## config.mk

```make
export PLATFORM = sky130hd
export DESIGN_NAME = wave_chunk_parser_core_flat
export DESIGN_NICKNAME = d
export VERILOG_FILES = /design/src/rtl/core/wcp_pkg.sv /design/src/rtl/core/wcp_if.sv /design/src/rtl/core/wave_chunk_parser_core.sv /design/src/flat_wrapper.sv
export SDC_FILE = /design/constraint.sdc
export NUM_CORES = 1
export LEC_CHECK = 0
export ABC_AREA = 1
export ABC_CLOCK_PERIOD_IN_PS = 8630
export CAP_MARGIN = 20
export CORE_ASPECT_RATIO = 0.75
export CORE_MARGIN = 4
export CORE_UTILIZATION = 56
export DETAILED_ROUTE_END_ITERATION = 10
export DONT_BUFFER_PORTS = 1
export PLACE_DENSITY = 0.71
export SYNTH_ARGS = -nofsm -noshare
export SYNTH_HDL_FRONTEND = slang
export SYNTH_SLANG_ARGS = --single-unit
```

## constraint.sdc

```tcl
create_clock -name clk_i -period 8.63 [get_ports clk_i]
set_clock_uncertainty 0.15 [all_clocks]
set_input_delay 0 -clock clk_i [delete_from_list [all_inputs] [get_ports clk_i]]
set_output_delay 0 -clock clk_i [all_outputs]
set_load 0.01 [all_outputs]
```

## src/rtl/core/wcp_pkg.sv

```systemverilog
`default_nettype none

package wcp_pkg;

  // Four-character tags, first byte in the top byte
  localparam logic [31:0] TAG_RIFF = 32'h5249_4646;
  localparam logic [31:0] TAG_WAVE = 32'h5741_5645;
  localparam logic [31:0] TAG_FMT  = 32'h666d_7420;
  localparam logic [31:0] TAG_DATA = 32'h6461_7461;

  // Largest length a skipped chunk may carry
  localparam logic [31:0] SIZE_LIMIT = 32'h7fff_ffff;

  // Bytes of the fmt chunk that are parsed
  localparam logic [31:0] FMT_BYTES = 32'd14;

  typedef enum logic [2:0] {
    ERR_NONE        = 3'd0,
    ERR_NOT_RIFF    = 3'd1,
    ERR_NOT_WAVE    = 3'd2,
    ERR_MISSING     = 3'd3,
    ERR_SIZE        = 3'd4,
    ERR_FMT_SHORT   = 3'd5,
    ERR_UNSUPPORTED = 3'd6
  } err_code_e;

  typedef enum logic [2:0] {
    PH_FILE = 3'd0,
    PH_HEAD = 3'd1,
    PH_SKIP = 3'd2,
    PH_FMT  = 3'd3,
    PH_DATA = 3'd4,
    PH_IDLE = 3'd5
  } phase_e;

  typedef struct packed {
    logic [7:0] file_byte;
    logic       end_of_file;
  } in_item_t;

  typedef struct packed {
    logic               is_error;
    logic [2:0]         error_code;
    logic signed [15:0] sample;
    logic [31:0]        sample_rate;
    logic               last_sample;
  } out_item_t;

endpackage

`default_nettype wire

```

## src/rtl/core/wcp_if.sv

```systemverilog
`default_nettype none

// Byte stream into the parser
interface wcp_in_if;
  logic              valid;
  logic              ready;
  wcp_pkg::in_item_t payload;

  modport source (output valid, output payload, input ready);
  modport sink   (input valid, input payload, output ready);
endinterface

// Result stream out of the parser
interface wcp_out_if;
  logic               valid;
  logic               ready;
  wcp_pkg::out_item_t payload;

  modport source (output valid, output payload, input ready);
  modport sink   (input valid, input payload, output ready);
endinterface

`default_nettype wire

```

## src/rtl/core/wave_chunk_parser_core.sv

```systemverilog
// Channel   Dir  Payload                                            Transfer
// in_i      in   file_byte[7:0], end_of_file                       valid & ready
// out_o     out  is_error, error_code[2:0], sample[15:0] (Q15),    valid & ready
//                sample_rate[31:0], last_sample
//
// One byte per cycle while in_i.ready is high: each byte updates the parser
// state when taken, and its result (if any) is registered on the output.
// A result register plus one skid register sit on the output; in_i.ready
// drops only while the skid register holds a result.
// rst_ni (async, active low) returns the parser to the file header phase and
// empties the output; the byte carrying end_of_file does the same for the
// parser state after its result is formed.
`default_nettype none

module wave_chunk_parser_core (
  input  wire logic  clk_i,
  input  wire logic  rst_ni,
  wcp_in_if.sink     in_i,
  wcp_out_if.source  out_o
);

  // Parser state
  wcp_pkg::phase_e phase_q, phase_d;
  logic [31:0]     pos_q, pos_d;
  logic [31:0]     tag_q, tag_d;
  logic [31:0]     len_q, len_d;
  logic            fmt_seen_q, fmt_seen_d;
  logic [15:0]     chan_q, chan_d;
  logic [7:0]      align_lo_q, align_lo_d;
  logic [31:0]     rate_q, rate_d;
  logic [7:0]      low_q, low_d;

  // Output stage
  logic               out_valid_q, skid_valid_q;
  wcp_pkg::out_item_t out_q, skid_q;

  // Per-byte work signals
  logic               in_fire, out_fire;
  logic [7:0]         b;
  logic               eof;
  logic [31:0]        tag_new;
  logic [31:0]        pos_inc;
  logic [31:0]        len_even;
  logic [31:0]        len_head;
  logic [31:0]        len_fmt_left;
  logic [15:0]        align_new;
  logic               res_valid;
  wcp_pkg::out_item_t res;

  function automatic wcp_pkg::out_item_t err_item(wcp_pkg::err_code_e code);
    wcp_pkg::out_item_t r;
    r            = '0;
    r.is_error   = 1'b1;
    r.error_code = code;
    return r;
  endfunction

  assign in_fire  = in_i.valid && in_i.ready;
  assign out_fire = out_o.valid && out_o.ready;
  assign b        = in_i.payload.file_byte;
  assign eof      = in_i.payload.end_of_file;

  // Arithmetic used by the phases
  assign tag_new      = {tag_q[23:0], b};
  assign pos_inc      = pos_q + 32'd1;
  assign len_even     = {len_q[31:1], 1'b0};
  assign len_head     = {b, len_q[23:0]};
  assign len_fmt_left = len_q - wcp_pkg::FMT_BYTES;
  assign align_new    = {b, align_lo_q};

  // Next state and result for one byte
  always_comb begin
    phase_d    = phase_q;
    pos_d      = pos_q;
    tag_d      = tag_q;
    len_d      = len_q;
    fmt_seen_d = fmt_seen_q;
    chan_d     = chan_q;
    align_lo_d = align_lo_q;
    rate_d     = rate_q;
    low_d      = low_q;
    res_valid  = 1'b0;
    res        = '0;

    if (in_fire) begin
      unique case (phase_q)
        wcp_pkg::PH_FILE: begin
          tag_d = tag_new;
          if (pos_q == 32'd3 && tag_new != wcp_pkg::TAG_RIFF) begin
            res_valid = 1'b1;
            res       = err_item(wcp_pkg::ERR_NOT_RIFF);
            phase_d   = wcp_pkg::PH_IDLE;
          end else if (pos_q == 32'd11) begin
            if (eof) begin
              res_valid = 1'b1;
              res       = err_item(wcp_pkg::ERR_NOT_RIFF);
              phase_d   = wcp_pkg::PH_IDLE;
            end else if (tag_new != wcp_pkg::TAG_WAVE) begin
              res_valid = 1'b1;
              res       = err_item(wcp_pkg::ERR_NOT_WAVE);
              phase_d   = wcp_pkg::PH_IDLE;
            end else begin
              phase_d = wcp_pkg::PH_HEAD;
              pos_d   = '0;
              len_d   = '0;
            end
          end else begin
            pos_d = pos_inc;
            if (eof) begin
              res_valid = 1'b1;
              res       = err_item(wcp_pkg::ERR_NOT_RIFF);
              phase_d   = wcp_pkg::PH_IDLE;
            end
          end
        end

        wcp_pkg::PH_HEAD: begin
          // tag bytes then little-endian length bytes
          if (!pos_q[2]) begin
            tag_d = tag_new;
            if (pos_q[1:0] == 2'd0) begin
              len_d = '0;
            end
          end else begin
            case (pos_q[1:0])
              2'd0:    len_d[7:0]   = b;
              2'd1:    len_d[15:8]  = b;
              2'd2:    len_d[23:16] = b;
              default: len_d[31:24] = b;
            endcase
          end

          if (pos_q[2:0] != 3'd7) begin
            pos_d = pos_inc;
            if (eof) begin
              res_valid = 1'b1;
              res       = err_item(wcp_pkg::ERR_MISSING);
              phase_d   = wcp_pkg::PH_IDLE;
            end
          end else if (tag_q == wcp_pkg::TAG_FMT && !fmt_seen_q) begin
            if (len_head < wcp_pkg::FMT_BYTES || eof) begin
              res_valid = 1'b1;
              res       = err_item(wcp_pkg::ERR_FMT_SHORT);
              phase_d   = wcp_pkg::PH_IDLE;
            end else begin
              phase_d = wcp_pkg::PH_FMT;
              pos_d   = '0;
            end
          end else if (tag_q == wcp_pkg::TAG_DATA && fmt_seen_q) begin
            pos_d   = '0;
            phase_d = (len_head == '0) ? wcp_pkg::PH_IDLE : wcp_pkg::PH_DATA;
          end else if (len_head > wcp_pkg::SIZE_LIMIT) begin
            res_valid = 1'b1;
            res       = err_item(wcp_pkg::ERR_SIZE);
            phase_d   = wcp_pkg::PH_IDLE;
          end else if (eof) begin
            res_valid = 1'b1;
            res       = err_item(wcp_pkg::ERR_MISSING);
            phase_d   = wcp_pkg::PH_IDLE;
          end else begin
            pos_d   = '0;
            phase_d = (len_head == '0) ? wcp_pkg::PH_HEAD : wcp_pkg::PH_SKIP;
          end
        end

        wcp_pkg::PH_SKIP: begin
          if (pos_inc >= len_q) begin
            phase_d = wcp_pkg::PH_HEAD;
            pos_d   = '0;
          end else begin
            pos_d = pos_inc;
          end
          if (eof) begin
            res_valid = 1'b1;
            res       = err_item(wcp_pkg::ERR_MISSING);
            phase_d   = wcp_pkg::PH_IDLE;
          end
        end

        wcp_pkg::PH_FMT: begin
          // capture channels, rate and block align
          case (pos_q[3:0])
            4'd2:    chan_d[7:0]    = b;
            4'd3:    chan_d[15:8]   = b;
            4'd4:    rate_d         = {24'd0, b};
            4'd5:    rate_d[15:8]   = b;
            4'd6:    rate_d[23:16]  = b;
            4'd7:    rate_d[31:24]  = b;
            4'd12:   align_lo_d     = b;
            default: ;
          endcase

          if (pos_q[3:0] != 4'd13) begin
            pos_d = pos_inc;
            if (eof) begin
              res_valid = 1'b1;
              res       = err_item(wcp_pkg::ERR_FMT_SHORT);
              phase_d   = wcp_pkg::PH_IDLE;
            end
          end else if (chan_q != 16'd1 || align_new != 16'd2) begin
            res_valid = 1'b1;
            res       = err_item(wcp_pkg::ERR_UNSUPPORTED);
            phase_d   = wcp_pkg::PH_IDLE;
          end else begin
            fmt_seen_d = 1'b1;
            len_d      = len_fmt_left;
            if (eof) begin
              res_valid = 1'b1;
              res       = err_item(wcp_pkg::ERR_MISSING);
              phase_d   = wcp_pkg::PH_IDLE;
            end else begin
              pos_d   = '0;
              phase_d = (len_fmt_left == '0) ? wcp_pkg::PH_HEAD : wcp_pkg::PH_SKIP;
            end
          end
        end

        wcp_pkg::PH_DATA: begin
          // even byte: low half; odd byte: complete sample unless unpaired
          if (!pos_q[0]) begin
            low_d = b;
          end else if (pos_q < len_even) begin
            res_valid       = 1'b1;
            res.sample      = {b, low_q};
            res.sample_rate = rate_q;
            res.last_sample = (pos_inc == len_even);
          end
          pos_d = pos_inc;
          if (pos_inc >= len_q) begin
            phase_d = wcp_pkg::PH_IDLE;
          end
        end

        wcp_pkg::PH_IDLE: ;

        default: phase_d = wcp_pkg::PH_IDLE;
      endcase

      // end of file: back to the reset state for the next file
      if (eof) begin
        phase_d    = wcp_pkg::PH_FILE;
        pos_d      = '0;
        tag_d      = '0;
        len_d      = '0;
        fmt_seen_d = 1'b0;
        chan_d     = '0;
        align_lo_d = '0;
        rate_d     = '0;
        low_d      = '0;
      end
    end
  end

  // Parser state registers
  always_ff @(posedge clk_i or negedge rst_ni) begin
    if (!rst_ni) begin
      phase_q    <= wcp_pkg::PH_FILE;
      pos_q      <= '0;
      tag_q      <= '0;
      len_q      <= '0;
      fmt_seen_q <= 1'b0;
      chan_q     <= '0;
      align_lo_q <= '0;
      rate_q     <= '0;
      low_q      <= '0;
    end else begin
      phase_q    <= phase_d;
      pos_q      <= pos_d;
      tag_q      <= tag_d;
      len_q      <= len_d;
      fmt_seen_q <= fmt_seen_d;
      chan_q     <= chan_d;
      align_lo_q <= align_lo_d;
      rate_q     <= rate_d;
      low_q      <= low_d;
    end
  end

  // Output and skid valid flags
  always_ff @(posedge clk_i or negedge rst_ni) begin
    if (!rst_ni) begin
      out_valid_q  <= 1'b0;
      skid_valid_q <= 1'b0;
    end else if (skid_valid_q) begin
      if (out_fire) begin
        skid_valid_q <= 1'b0;
      end
    end else if (res_valid) begin
      if (out_valid_q && !out_fire) begin
        skid_valid_q <= 1'b1;
      end else begin
        out_valid_q <= 1'b1;
      end
    end else if (out_fire) begin
      out_valid_q <= 1'b0;
    end
  end

  // Output and skid payload
  always_ff @(posedge clk_i) begin
    if (skid_valid_q) begin
      if (out_fire) begin
        out_q <= skid_q;
      end
    end else if (res_valid) begin
      if (out_valid_q && !out_fire) begin
        skid_q <= res;
      end else begin
        out_q <= res;
      end
    end
  end

  assign in_i.ready    = !skid_valid_q;
  assign out_o.valid   = out_valid_q;
  assign out_o.payload = out_q;

endmodule

`default_nettype wire

```

## src/flat_wrapper.sv

```systemverilog
// flat-port wrapper written by rule: the top's interface ports become plain ports
module wave_chunk_parser_core_flat 
  (clk_i, rst_ni, in_i_valid, in_i_payload, in_i_ready, out_o_valid, out_o_payload, out_o_ready);
  wcp_in_if in_i_i ();
  wcp_out_if out_o_i ();
  input  wire logic clk_i;
  input  wire logic rst_ni;
  input wire logic [$bits(in_i_i.valid)-1:0] in_i_valid;
  input wire logic [$bits(in_i_i.payload)-1:0] in_i_payload;
  output wire logic [$bits(in_i_i.ready)-1:0] in_i_ready;
  output wire logic [$bits(out_o_i.valid)-1:0] out_o_valid;
  output wire logic [$bits(out_o_i.payload)-1:0] out_o_payload;
  input wire logic [$bits(out_o_i.ready)-1:0] out_o_ready;
  assign in_i_i.valid = in_i_valid;
  assign in_i_i.payload = in_i_payload;
  assign in_i_ready = in_i_i.ready;
  assign out_o_valid = out_o_i.valid;
  assign out_o_payload = out_o_i.payload;
  assign out_o_i.ready = out_o_ready;
  wave_chunk_parser_core u_core (.clk_i(clk_i), .rst_ni(rst_ni), .in_i(in_i_i), .out_o(out_o_i));
endmodule
```

# Word-level counts from Yosys, hierarchy flattened
# Cells that the tools add are included.
dict set report word_totals {
  romBits 0
  ramBits 0
  latch_bits 0
  mem_count 0
  elab_cells 246
  regBits 272
}
dict set report op_classes {
  mux 111
  n_bitwise 1
  div 0
  magnitude_cmp 4
  n_shift 0
  n_addsub 2
  n_reduce_logical 49
  n_eq_ne 51
  mul 0
}
# operator n
set op_table {}
lappend op_table {{two-way mux 53 bit} 19}
lappend op_table {{two-way mux 32 bit} 23}
lappend op_table {{one-hot mux 49 bit (5 select lines)} 1}
lappend op_table {{one-hot mux 32 bit (5 select lines)} 1}
lappend op_table {{two-way mux 8 bit} 13}
lappend op_table {{two-way mux 49 bit} 2}
lappend op_table {{one-hot mux 32 bit (3 select lines)} 1}
lappend op_table {{== test 32 x 31 -> 1 bit, second input constant} 2}
lappend op_table {{logical NOT 32 bit} 2}
lappend op_table {{!= test 32 x 31 -> 1 bit, second input constant} 2}
lappend op_table {{one-hot mux 32 bit (2 select lines)} 1}
lappend op_table {{one-hot mux 8 bit (2 select lines)} 3}
lappend op_table {{two-way mux 3 bit} 13}
lappend op_table {{AND reduction 3 bit} 12}
lappend op_table {{adder 32 x 1 -> 32 bit, second input constant} 1}
lappend op_table {{== test 32 x 2 -> 1 bit, second input constant} 1}
lappend op_table {{== test 32 bit} 1}
lappend op_table {{== test 32 x 4 -> 1 bit, second input constant} 1}
lappend op_table {{>= comparator 32 bit} 1}
lappend op_table {{> comparator 32 x 31 -> 1 bit, second input constant} 1}
lappend op_table {{less-than comparator 32 bit} 1}
lappend op_table {{less-than comparator 32 x 4 -> 1 bit, second input constant} 1}
lappend op_table {{two-way mux 16 bit} 2}
lappend op_table {{subtractor 32 x 4 -> 32 bit, second input constant} 1}
lappend op_table {{other kinds (39)} 112}

# Depth between registers and ports, before layout
# Gate-level depths: netlist (run 1).
dict set report logic_depth {
  depth_word 10
  depth_mapped 26
}

# Worst setup path after synthesis (run 1)
# Ideal clock, no wire load.
dict set report synth_timing {
  path_type {register -> register}
  start {register u_core.len_q[13]}
  end {register u_core.out_q, in the netlist u_core.out_o.payload[0], enable pin}
  setup_slack_ns 3.678
  setup_time_ns 0.481
  path_stages_with_launch 15
  n_path_buf 1
  arrival_time_ns 4.321
  path_cell_list {dfrtp_1 -> inv_1 -> ha_1 -> nand2_1 -> inv_1 -> o21ai_0 -> nand2_1 -> a21oi_1 -> nand2_1 -> nand3_1 -> nand4_1 -> buf_2 -> nand3_1 -> nand2_1 -> a21oi_1}
}
dict set report synth_between {
  elab_chain_len 9
  word_cells_on_any_way 15
}
# element line_no
set synth_lines {}
lappend synth_lines {{from (decl)} wave_chunk_parser_core.sv:26} ;# logic [31:0] len_q, len_d;
lappend synth_lines {{from (signal assigned)} wave_chunk_parser_core.sv:270} ;# len_q <= len_d;
lappend synth_lines {{> comparator 32 x 31 -> 1 bit or less-than comparator 32 x 4 -> 1 bit (tied branches)} {wave_chunk_parser_core.sv:152, wave_chunk_parser_core.sv:141}}
lappend synth_lines {{two-way mux 1 bit or logical OR 1 bit (tied branches)} {wave_chunk_parser_core.sv:152, wave_chunk_parser_core.sv:141}}
lappend synth_lines {{two-way mux 1 bit, on equally long branches} {wave_chunk_parser_core.sv:149, wave_chunk_parser_core.sv:141}}
lappend synth_lines {{two-way mux 1 bit} wave_chunk_parser_core.sv:140} ;# end else if (tag_q == wcp_pkg::TAG_FMT && !fmt_seen_q) begin
lappend synth_lines {{two-way mux 1 bit} wave_chunk_parser_core.sv:133} ;# if (pos_q[2:0] != 3'd7) begin
lappend synth_lines {{one-hot mux 1 bit (5 select lines) (*)} wave_chunk_parser_core.sv:86} ;# unique case (phase_q)
lappend synth_lines {{two-way mux 1 bit (*)} wave_chunk_parser_core.sv:85} ;# if (in_fire) begin
lappend synth_lines {{nonzero test 2 bit (no source line) (*)} n/a}
lappend synth_lines {{AND reduction 3 bit (no source line) (*)} n/a}
lappend synth_lines {{to (signal assigned)} wave_chunk_parser_core.sv:303} ;# out_q <= skid_q;
lappend synth_lines {{to (signal assigned)} wave_chunk_parser_core.sv:309} ;# out_q <= res;
lappend synth_lines {{to (decl)} wave_chunk_parser_core.sv:35} ;# wcp_pkg::out_item_t out_q, skid_q;
# Mark *: on every way between the ends. The rest lies on a longest branch, timed or not.
# A chain may end at the register's enable or synchronous reset.

# Final worst setup path (run 1)
dict set report layout_timing {
  start {register u_core.pos_q[0]}
  end {register u_core.pos_q[5]}
}
dict set report layout_between {
  elab_chain_len 5
  word_cells_on_any_way 20
}
# element line_no
set layout_lines {}
lappend layout_lines {{from (decl)} wave_chunk_parser_core.sv:24} ;# logic [31:0] pos_q, pos_d;
lappend layout_lines {{from (signal assigned)} wave_chunk_parser_core.sv:268} ;# pos_q <= pos_d;
lappend layout_lines {{adder 32 x 1 -> 32 bit or == test 32 x 4 -> 1 bit (tied branches)} {wave_chunk_parser_core.sv:65, wave_chunk_parser_core.sv:93}}
lappend layout_lines {{>= comparator 32 bit or two-way mux 32 bit (tied branches)} {wave_chunk_parser_core.sv:167, wave_chunk_parser_core.sv:93}}
lappend layout_lines {{two-way mux 32 bit, on equally long branches} {wave_chunk_parser_core.sv:167, wave_chunk_parser_core.sv:89}}
lappend layout_lines {{one-hot mux 32 bit (5 select lines)} wave_chunk_parser_core.sv:86}
lappend layout_lines {{two-way mux 32 bit} wave_chunk_parser_core.sv:240} ;# if (eof) begin
# Parallel ways exist; a longest one is shown, timed or not. The select of a mux whose other input is x is not followed.

==> results.yml, run 1 <==
clock_network:
  cts_buffer_depth: 3
  cts.root.buffer_cell: "sky130_fd_sc_hd__clkbuf_16"
  cts_tree: "yes"
  clock_insertion_delay_worst_skew_ps: 540
  clock_sink_count: 272
  numCtsBuffers: 27
  clock_tree.htree_level_count: 1
  path_clk_slew_ps: 70
  post_cts.repair.setup_buffers: 0
  hold_buffers: 15
  cts_resized: 0
power:
  leakage_nw: 7.82
  power.total_mw: 4.43
  vdd.ir_drop.worst_v: 0.000162
  p_per_area_nw_per_um2: 261
setup_path:
  worst-endpoint-required_ps: 8950
  rr_startpoint: "u_core.pos_q[0]$_DFFE_PN0P_"
  critical-path-max-stage-delay_ps: 520
  worstSetupStartpoint: "u_core.pos_q[0]$_DFFE_PN0P_"
  path_class: "flop to flop"
  cp_cell_sequence: "ha_1, inv_1, nor2_4, nand2_2, nor2_8, nand4_2, nor2_2, nand2_2, nor2_2, nand2_1, xor2_1, ha_1, nand4_1, nand2b_1, nor2_1, nand3_1, nand2_1, nor2_1, nand3_1, nand3_1, buf_4, nand3_1, nand2_1"
  cp.buffers_inverters: 2
  critPathSlowestCell: "sky130_fd_sc_hd__dfrtp_1"
  worstPathArrival_ps: 4560
  setup.worst_path.start_class: "flop"
  crit_family: "simple AND/OR/NAND/NOR gates"
  worst_path_most_repeated_cell: "sky130_fd_sc_hd__nand3_1"
  crit_fanout: 30
  worstSetupEndpointType: "flop"
floorplanning:
  io_pins: 68
  core_ar_um2: 27200
  die_height_um: 152
  placement_rows: 52
  chipWidth_um: 201
  start_util_pct: 57.3
  floorplan.die_area_um2: 30600
finish:
  final-seq-area_um2: 7340
  final_core_utilization_pct: 62.4
  ratio_of_cells_with_drive_above_1_in_the_final_layout_pct: 6.08
  layout-area-overhead-vs-synth_pct: 8.83
  layoutNonFillerInstCount: 2326
  multi_input_combinational_cell_area_um2: 7230
  n_fill_cell: 2413
  postLayoutCellArea_um2: 17000
  insertedDiodeCount: 0
  nNetsFinal: 2037
synthesis:
  synthFlopType: "sky130_fd_sc_hd__dfrtp_1"
  syn_nets: 2043
  sequential_cell_area_fraction_in_the_yosys_report_pct: 47.1
  post-synth-top-area-cell: "sky130_fd_sc_hd__dfrtp_1"
  synth.cells.most_frequent: "509 x sky130_fd_sc_hd__nand2_1, 233 x sky130_fd_sc_hd__nor2_1, 187 x sky130_fd_sc_hd__inv_1"
  ys.warnings.count: 0
  synth.area.top_cells: "sky130_fd_sc_hd__dfrtp_1 27%, sky130_fd_sc_hd__edfxtp_1 20%, sky130_fd_sc_hd__nand2_1 12%"
  syn_inst_count: 1961
  synth_enable_flop_cells: 106
  netlist_area_um2: 15600
  synth_largest_type_area_fraction_pct: 26.7
  synthMostInstantiatedCell: "sky130_fd_sc_hd__nand2_1"
  synth_async_sr_flop_share_pct: 61.0
  synth-seq-cells: 272
  avg_inst_size_synth_um2: 7.95
  synthDistinctLibCells: 49
placed_design:
  dpl-instance-area_um2: 15900
  finalWeightedCongestion: 0.966
  port_buffers: 0
  placedCellCount: 2259
  hpwl_um: 31800
  place_worst_setup_slack_ps: 4460
timing:
  share_of_the_clock_period_used_by_the_worst_path_after_layout_pct: 49.2
  timing.final.ws_setup_ps: 4380
  achievable-frequency_mhz: 235
  setup-tns-final_ps: 0
  grt_setup_unrepaired: "no"
  timing.final.setup_violations: 0
  slew_headroom_pct: 25.5
  tightestPinTransition_ps: 1120
  hold_viol: 34
  finalHoldWorstSlack_ps: -26.1
  number_of_slew_limit_violations_in_the_final_report: 0
  post_layout_minimum_cycle_time_ps: 4250
detailed_routing:
  routed_via_density: 5.79
  drt-total-wl_um: 44300
  drt-initial-drc-count: 1339
  detail_route.first_pass.iterations: 6
  total_via_count_in_the_routed_design: 13465
  avgRoutedWirePerCell_um: 19.1
  route.detailed.drc: 0
  drtAntennaViolNets: 0
grt:
  grt_pass1_wl_um: 70400
  grt_start_max_net_pins: 167
  met1_usage_pct: 45.2
  grt.total_usage_pct: 28.5
  most_used_layer_global_route: "met1"
  grt_pass1_vias: 12531
  global_route.usage.met3_pct: 8.38
  grt_overflow_total: 0
  number_of_antenna_violations_at_the_first_check_in_global_routing: 1
  met2_usage_pct: 39.7
job:
  max-cap-violations: 0
outcome:
  run_status: "finished with violations"
  failed_checks: "negative hold slack"
worst_hold_path:
  min-delay-path-class: "input pin to asynchronous set/reset pin"
final timing paths:
kind                                                 end  slack, ps  depth (start not counted)
setup / recovery             u_core.pos_q[5]$_DFFE_PN0P_       4380                         23
hold / removal              u_core.len_q[27]$_DFFE_PN0P_        -30                          2
setup reg to reg             u_core.pos_q[5]$_DFFE_PN0P_       4380                         23
hold reg to reg             u_core.tag_q[31]$_DFFE_PN0P_        330                          2
max in group asynchronous   u_core.pos_q[10]$_DFFE_PN0P_       7530                          2
min in group clk_i         u_core.phase_q[1]$_DFFE_PN0P_         40                          8
cells by family after synthesis:
group           after synthesis  share of synthesized area (%)
buf+inv                     264                           6.69
fa+ha+maj                    69                           5.54
xor+xnor                     26                           1.46
simple gates               1035                           28.8
compound gates              295                           10.4
flops                       272                           47.1
routing by layer:
metal / share of wire [%] / wire length (µm)
met4: 1.1 / 484
met5: 0 / 0
met1: 48 / 21100
met3: 11 / 4740
met2: 41 / 18000
final cells by class:
cell class,count,share of cell area (%)
Inverter,201,4.46
Sequential cell,272,43.3
Multi-Input combinational cell,1425,42.6
Tap cell,351,2.59
Timing Repair Buffer,28,1.74
Clock inverter,15,0.996
Clock buffer,34,4.32
report_power, final:
part	switching, mW	internal, mW
registers	0.233	1.61
clock network	0.514	0.694
logic	0.996	0.377
layout by cell type (no fill, tap or decap), types with 4 or more instances in the layout:
master                          count
sky130_fd_sc_hd__nand3_1          148
sky130_fd_sc_hd__o31ai_1           12
sky130_fd_sc_hd__clkbuf_16         27
sky130_fd_sc_hd__nor2_1           232
sky130_fd_sc_hd__inv_1            187
sky130_fd_sc_hd__edfxtp_1         106
sky130_fd_sc_hd__nand4_1           39
sky130_fd_sc_hd__o21ai_0          161
sky130_fd_sc_hd__a21oi_1           49
sky130_fd_sc_hd__nor3_1            47
sky130_fd_sc_hd__clkinv_1           4
sky130_fd_sc_hd__nor3_2             4
sky130_fd_sc_hd__o22ai_1           10
sky130_fd_sc_hd__clkbuf_1           4
sky130_fd_sc_hd__nor2_2            10
sky130_fd_sc_hd__buf_4             12
sky130_fd_sc_hd__o21ai_1           24
sky130_fd_sc_hd__nor2_4             9
sky130_fd_sc_hd__a21o_1            23
sky130_fd_sc_hd__a31oi_1            4
sky130_fd_sc_hd__ha_1              69
sky130_fd_sc_hd__nand2_1          509
sky130_fd_sc_hd__dfrtp_1          165
sky130_fd_sc_hd__dlygate4sd3_1     13
sky130_fd_sc_hd__xor2_1            23
sky130_fd_sc_hd__inv_2             12
sky130_fd_sc_hd__nor4_1             7
sky130_fd_sc_hd__nand2_2           12
state kept, by name, summed over array words and instances (netlist names):
signal / cells
u_core.align_lo_q: 8
u_core.skid_q: 53
u_core.fmt_seen_q: 1
u_core.out_o.payload: 53
u_core.chan_q: 16
u_core.low_q: 8
u_core.len_q: 32
u_core.rate_q: 32
u_core.phase_q: 3
u_core.tag_q: 32
u_core.skid_valid_q: 1
u_core.out_o.valid: 1
u_core.pos_q: 32
Power figures use the tool's default switching activity.
==> run 2: changes to the inputs <==
--- a/config.mk
+++ b/config.mk
@@ -6,7 +6,7 @@
 export NUM_CORES = 1
 export LEC_CHECK = 0
 export ABC_AREA = 1
-export ABC_CLOCK_PERIOD_IN_PS = 8630
+export ABC_CLOCK_PERIOD_IN_PS = 4250
 export CAP_MARGIN = 20
 export CORE_ASPECT_RATIO = 0.75
 export CORE_MARGIN = 4
==> constraint.sdc (replaced) <==
create_clock -name clk_i -period 4.25 [get_ports clk_i]
set_clock_uncertainty 0.15 [all_clocks]
set_input_delay 0 -clock clk_i [delete_from_list [all_inputs] [get_ports clk_i]]
set_output_delay 0 -clock clk_i [all_outputs]
set_load 0.01 [all_outputs]
==> run 2 against run 1 <==
  * The run still ends with negative hold slack left
  * Power up 110%
  * Combinational power is 110% higher
  * Sequential power rose by 97%
  * Worst hold slack got worse by 2.5 ps
  * Highest routed layer unchanged
  * Sequential share of layout area down 0.33 points
  * Core utilization up 0.48 points
  * Non-clock buffer count increased by 4
  * Clock-buffer cell count is 2 higher
  * Final cell count rose by 0.30%
==> results.yml, run 2 (same netlist as run 1, synthesis figures left out) <==
outcome:
  run_status: "finished with violations"
  failed_checks: "negative hold slack"
power:
  vdd.ir_drop.worst_v: 0.000308
  power.share.switching_pct: 39.0
  leakage_nw: 7.90
  sequentialPowerShare_pct: 39.5
  pwr-share-comb_pct: 31.8
  power.internal_mw: 5.64
  p_per_area_nw_per_um2: 541
  power.net_switching_mw: 3.60
  pwr-share-clk_pct: 28.6
timing:
  slew_headroom_pct: 28.4
  share_of_the_clock_period_used_by_the_worst_path_after_layout_pct: 92.3
  tightestPinTransition_ps: 1070
  timing.final.setup_violations: 0
  post_layout_minimum_cycle_time_ps: 3920
  number_of_slew_limit_violations_in_the_final_report: 0
  timing.final.ws_setup_ps: 326
  achievable-frequency_mhz: 255
  setup-tns-final_ps: 0
  hold_viol: 33
  finalHoldWorstSlack_ps: -28.6
  grt_setup_unrepaired: "no"
grt:
  number_of_antenna_violations_at_the_first_check_in_global_routing: 0
  grt_pass1_vias: 12766
  grt_overflow_total: 0
  global_route.usage.met3_pct: 7.06
  grt_pass1_wl_um: 71900
  grt_start_max_net_pins: 167
  met1_usage_pct: 47.5
  most_used_layer_global_route: "met1"
  grt.total_usage_pct: 29.3
  met2_usage_pct: 40.5
detailed_routing:
  drt-initial-drc-count: 1413
  drt-total-wl_um: 45300
  routed_via_density: 5.84
  drtAntennaViolNets: 0
  total_via_count_in_the_routed_design: 13625
  detail_route.first_pass.iterations: 6
  route.detailed.drc: 0
  avgRoutedWirePerCell_um: 19.4
placed_design:
  place_worst_setup_slack_ps: 273
  port_buffers: 0
  dpl-instance-area_um2: 15900
  finalWeightedCongestion: 1.02
  placedCellCount: 2265
  hpwl_um: 32500
setup_path:
  worst_path_most_repeated_cell: "sky130_fd_sc_hd__nand2_1"
  crit_family: "simple AND/OR/NAND/NOR gates"
  worstPathArrival_ps: 4220
  crit_fanout: 30
  cp.buffers_inverters: 2
  critPathSlowestCell: "sky130_fd_sc_hd__dfrtp_2"
  path_class: "flop to flop"
  worstSetupEndpointType: "flop"
  critical-path-max-stage-delay_ps: 430
  setup.worst_path.start_class: "flop"
  worst-endpoint-required_ps: 4540
  timing.reg2reg.setup_slack_ps: 330
  cp_cell_sequence: "ha_1, inv_1, nor2_4, nand2_2, nor2_8, nand4_2, nor2_2, nand2_2, nor2_2, nand2_1, xor2_1, ha_1, nand4_1, nand2b_1, nor2_1, nand2_1, nor2_1, nand2_1, nand3_1, nand3_1, buf_8, nand3_1, nand2_1"
clock_network:
  clock_sink_count: 272
  clock_insertion_delay_worst_skew_ps: 560
  cts_tree: "yes"
  post_cts.repair.setup_buffers: 0
  cts_buffer_depth: 3
  cts.root.buffer_cell: "sky130_fd_sc_hd__clkbuf_16"
  numCtsBuffers: 28
  path_clk_slew_ps: 70
  clock_tree.htree_level_count: 1
finish:
  insertedDiodeCount: 0
  layout.cells.most_common: "sky130_fd_sc_hd__nand2_1"
  postLayoutCellArea_um2: 17100
  mostFrequentLayoutCells: "509 x sky130_fd_sc_hd__nand2_1, 231 x sky130_fd_sc_hd__nor2_1, 187 x sky130_fd_sc_hd__inv_1, 164 x sky130_fd_sc_hd__dfrtp_1, 161 x sky130_fd_sc_hd__o21ai_0"
  n_fill_cell: 2413
  layout-area-overhead-vs-synth_pct: 9.68
  ratio_of_cells_with_drive_above_1_in_the_final_layout_pct: 6.61
  layoutNonFillerInstCount: 2333
  nNetsFinal: 2042
floorplanning:
  placement_rows: 52
  start_util_pct: 57.3
  chipWidth_um: 201
  floorplan.die_area_um2: 30600
  core_ar_um2: 27200
  io_pins: 68
  die_height_um: 152
worst_hold_path:
  min-delay-path-class: "input pin to asynchronous set/reset pin"
job:
  max-cap-violations: 0
## run 2: cell count changes in the layout (fill, tap and decap cells not counted), moves of 2 or more
cell,change
sky130_fd_sc_hd__buf_4,+3
sky130_fd_sc_hd__buf_12,+2
sky130_fd_sc_hd__clkinv_2,+3
sky130_fd_sc_hd__clkinvlp_4,-2
sky130_fd_sc_hd__clkbuf_16,+3
## run 2: final timing paths
check	start	end	cells after the start
max in group asynchronous	rst_ni	u_core.pos_q[1]$_DFFE_PN0P_	2
min in group clk_i	out_o_ready	u_core.skid_valid_q$_DFF_PN0_	4
setup / recovery	u_core.pos_q[1]$_DFFE_PN0P_	u_core.pos_q[4]$_DFFE_PN0P_	23
hold / removal	rst_ni	u_core.len_q[30]$_DFFE_PN0P_	2
hold reg to reg	u_core.align_lo_q[0]$_DFFE_PN0P_	u_core.align_lo_q[0]$_DFFE_PN0P_	2
setup reg to reg	u_core.pos_q[1]$_DFFE_PN0P_	u_core.pos_q[4]$_DFFE_PN0P_	23
## run 2: worst register-to-register path: stages (launching register included)
cell and delay (ps):
sky130_fd_sc_hd__dfrtp_2 430, sky130_fd_sc_hd__ha_1 180, sky130_fd_sc_hd__inv_1 80, sky130_fd_sc_hd__nor2_4 140, sky130_fd_sc_hd__nand2_2 100, sky130_fd_sc_hd__nor2_8 140, sky130_fd_sc_hd__nand4_2 130, sky130_fd_sc_hd__nor2_2 180
sky130_fd_sc_hd__nand2_2 90, sky130_fd_sc_hd__nor2_2 130, sky130_fd_sc_hd__nand2_1 80, sky130_fd_sc_hd__xor2_1 160, sky130_fd_sc_hd__ha_1 300, sky130_fd_sc_hd__nand4_1 160, sky130_fd_sc_hd__nand2b_1 210, sky130_fd_sc_hd__nor2_1 120
sky130_fd_sc_hd__nand2_1 60, sky130_fd_sc_hd__nor2_1 160, sky130_fd_sc_hd__nand2_1 120, sky130_fd_sc_hd__nand3_1 140, sky130_fd_sc_hd__nand3_1 130, sky130_fd_sc_hd__buf_8 200, sky130_fd_sc_hd__nand3_1 150, sky130_fd_sc_hd__nand2_1 60
## run 2: repair_timing
| item | in CTS | in global routing |
|---|---|---|
| endpoints found under the hold margin | 429 | 0 |
| resized for setup | 0 | 4 |
| setup endpoints to repair | 0 | 30 |
| hold buffers | 14 | 0 |
## run 2: metal layers
metal | share of wire, % | vias up | wire length (µm)
met3 | 9.9 | 49 | 4470
met4 | 1.5 | 0 | 676
li1 | - | 6528 | -
met2 | 41 | 533 | 18300
met1 | 48 | 6515 | 21800
met5 | 0 | - | 0
## run 2: stage by stage
step	total power, mW	util [%]
6_report	9.24	62.8
5_1_grt	9.79	62.8
4_1_cts	9.20	62.7
3_5_place_dp	6.50	58.5
3_3_place_gp	6.45	58.5
2_1_floorplan	5.67	-
## run 2: area by class of cell
type | instances | area (µm²) | share of cell area [%]
Sequential cell | 272 | 7340 | 42.9
Multi-Input combinational cell | 1425 | 7230 | 42.3
Clock buffer | 36 | 793 | 4.64
Inverter | 201 | 756 | 4.42
Tap cell | 351 | 439 | 2.57
Timing Repair Buffer | 32 | 335 | 1.96
Clock inverter | 16 | 195 | 1.14
## run 2: power by group through the flow
| stage | combinational [mW] | sequential (mW) | clock (mW) |
|---|---|---|---|
| after floorplan | 2.05 | 3.62 | 0 |
| after global placement | 2.76 | 3.69 | 0 |
| after detailed placement | 2.80 | 3.70 | 0 |
| after CTS | 2.88 | 3.65 | 2.67 |
| after global routing | 3.30 | 3.70 | 2.79 |
| final | 2.94 | 3.65 | 2.65 |
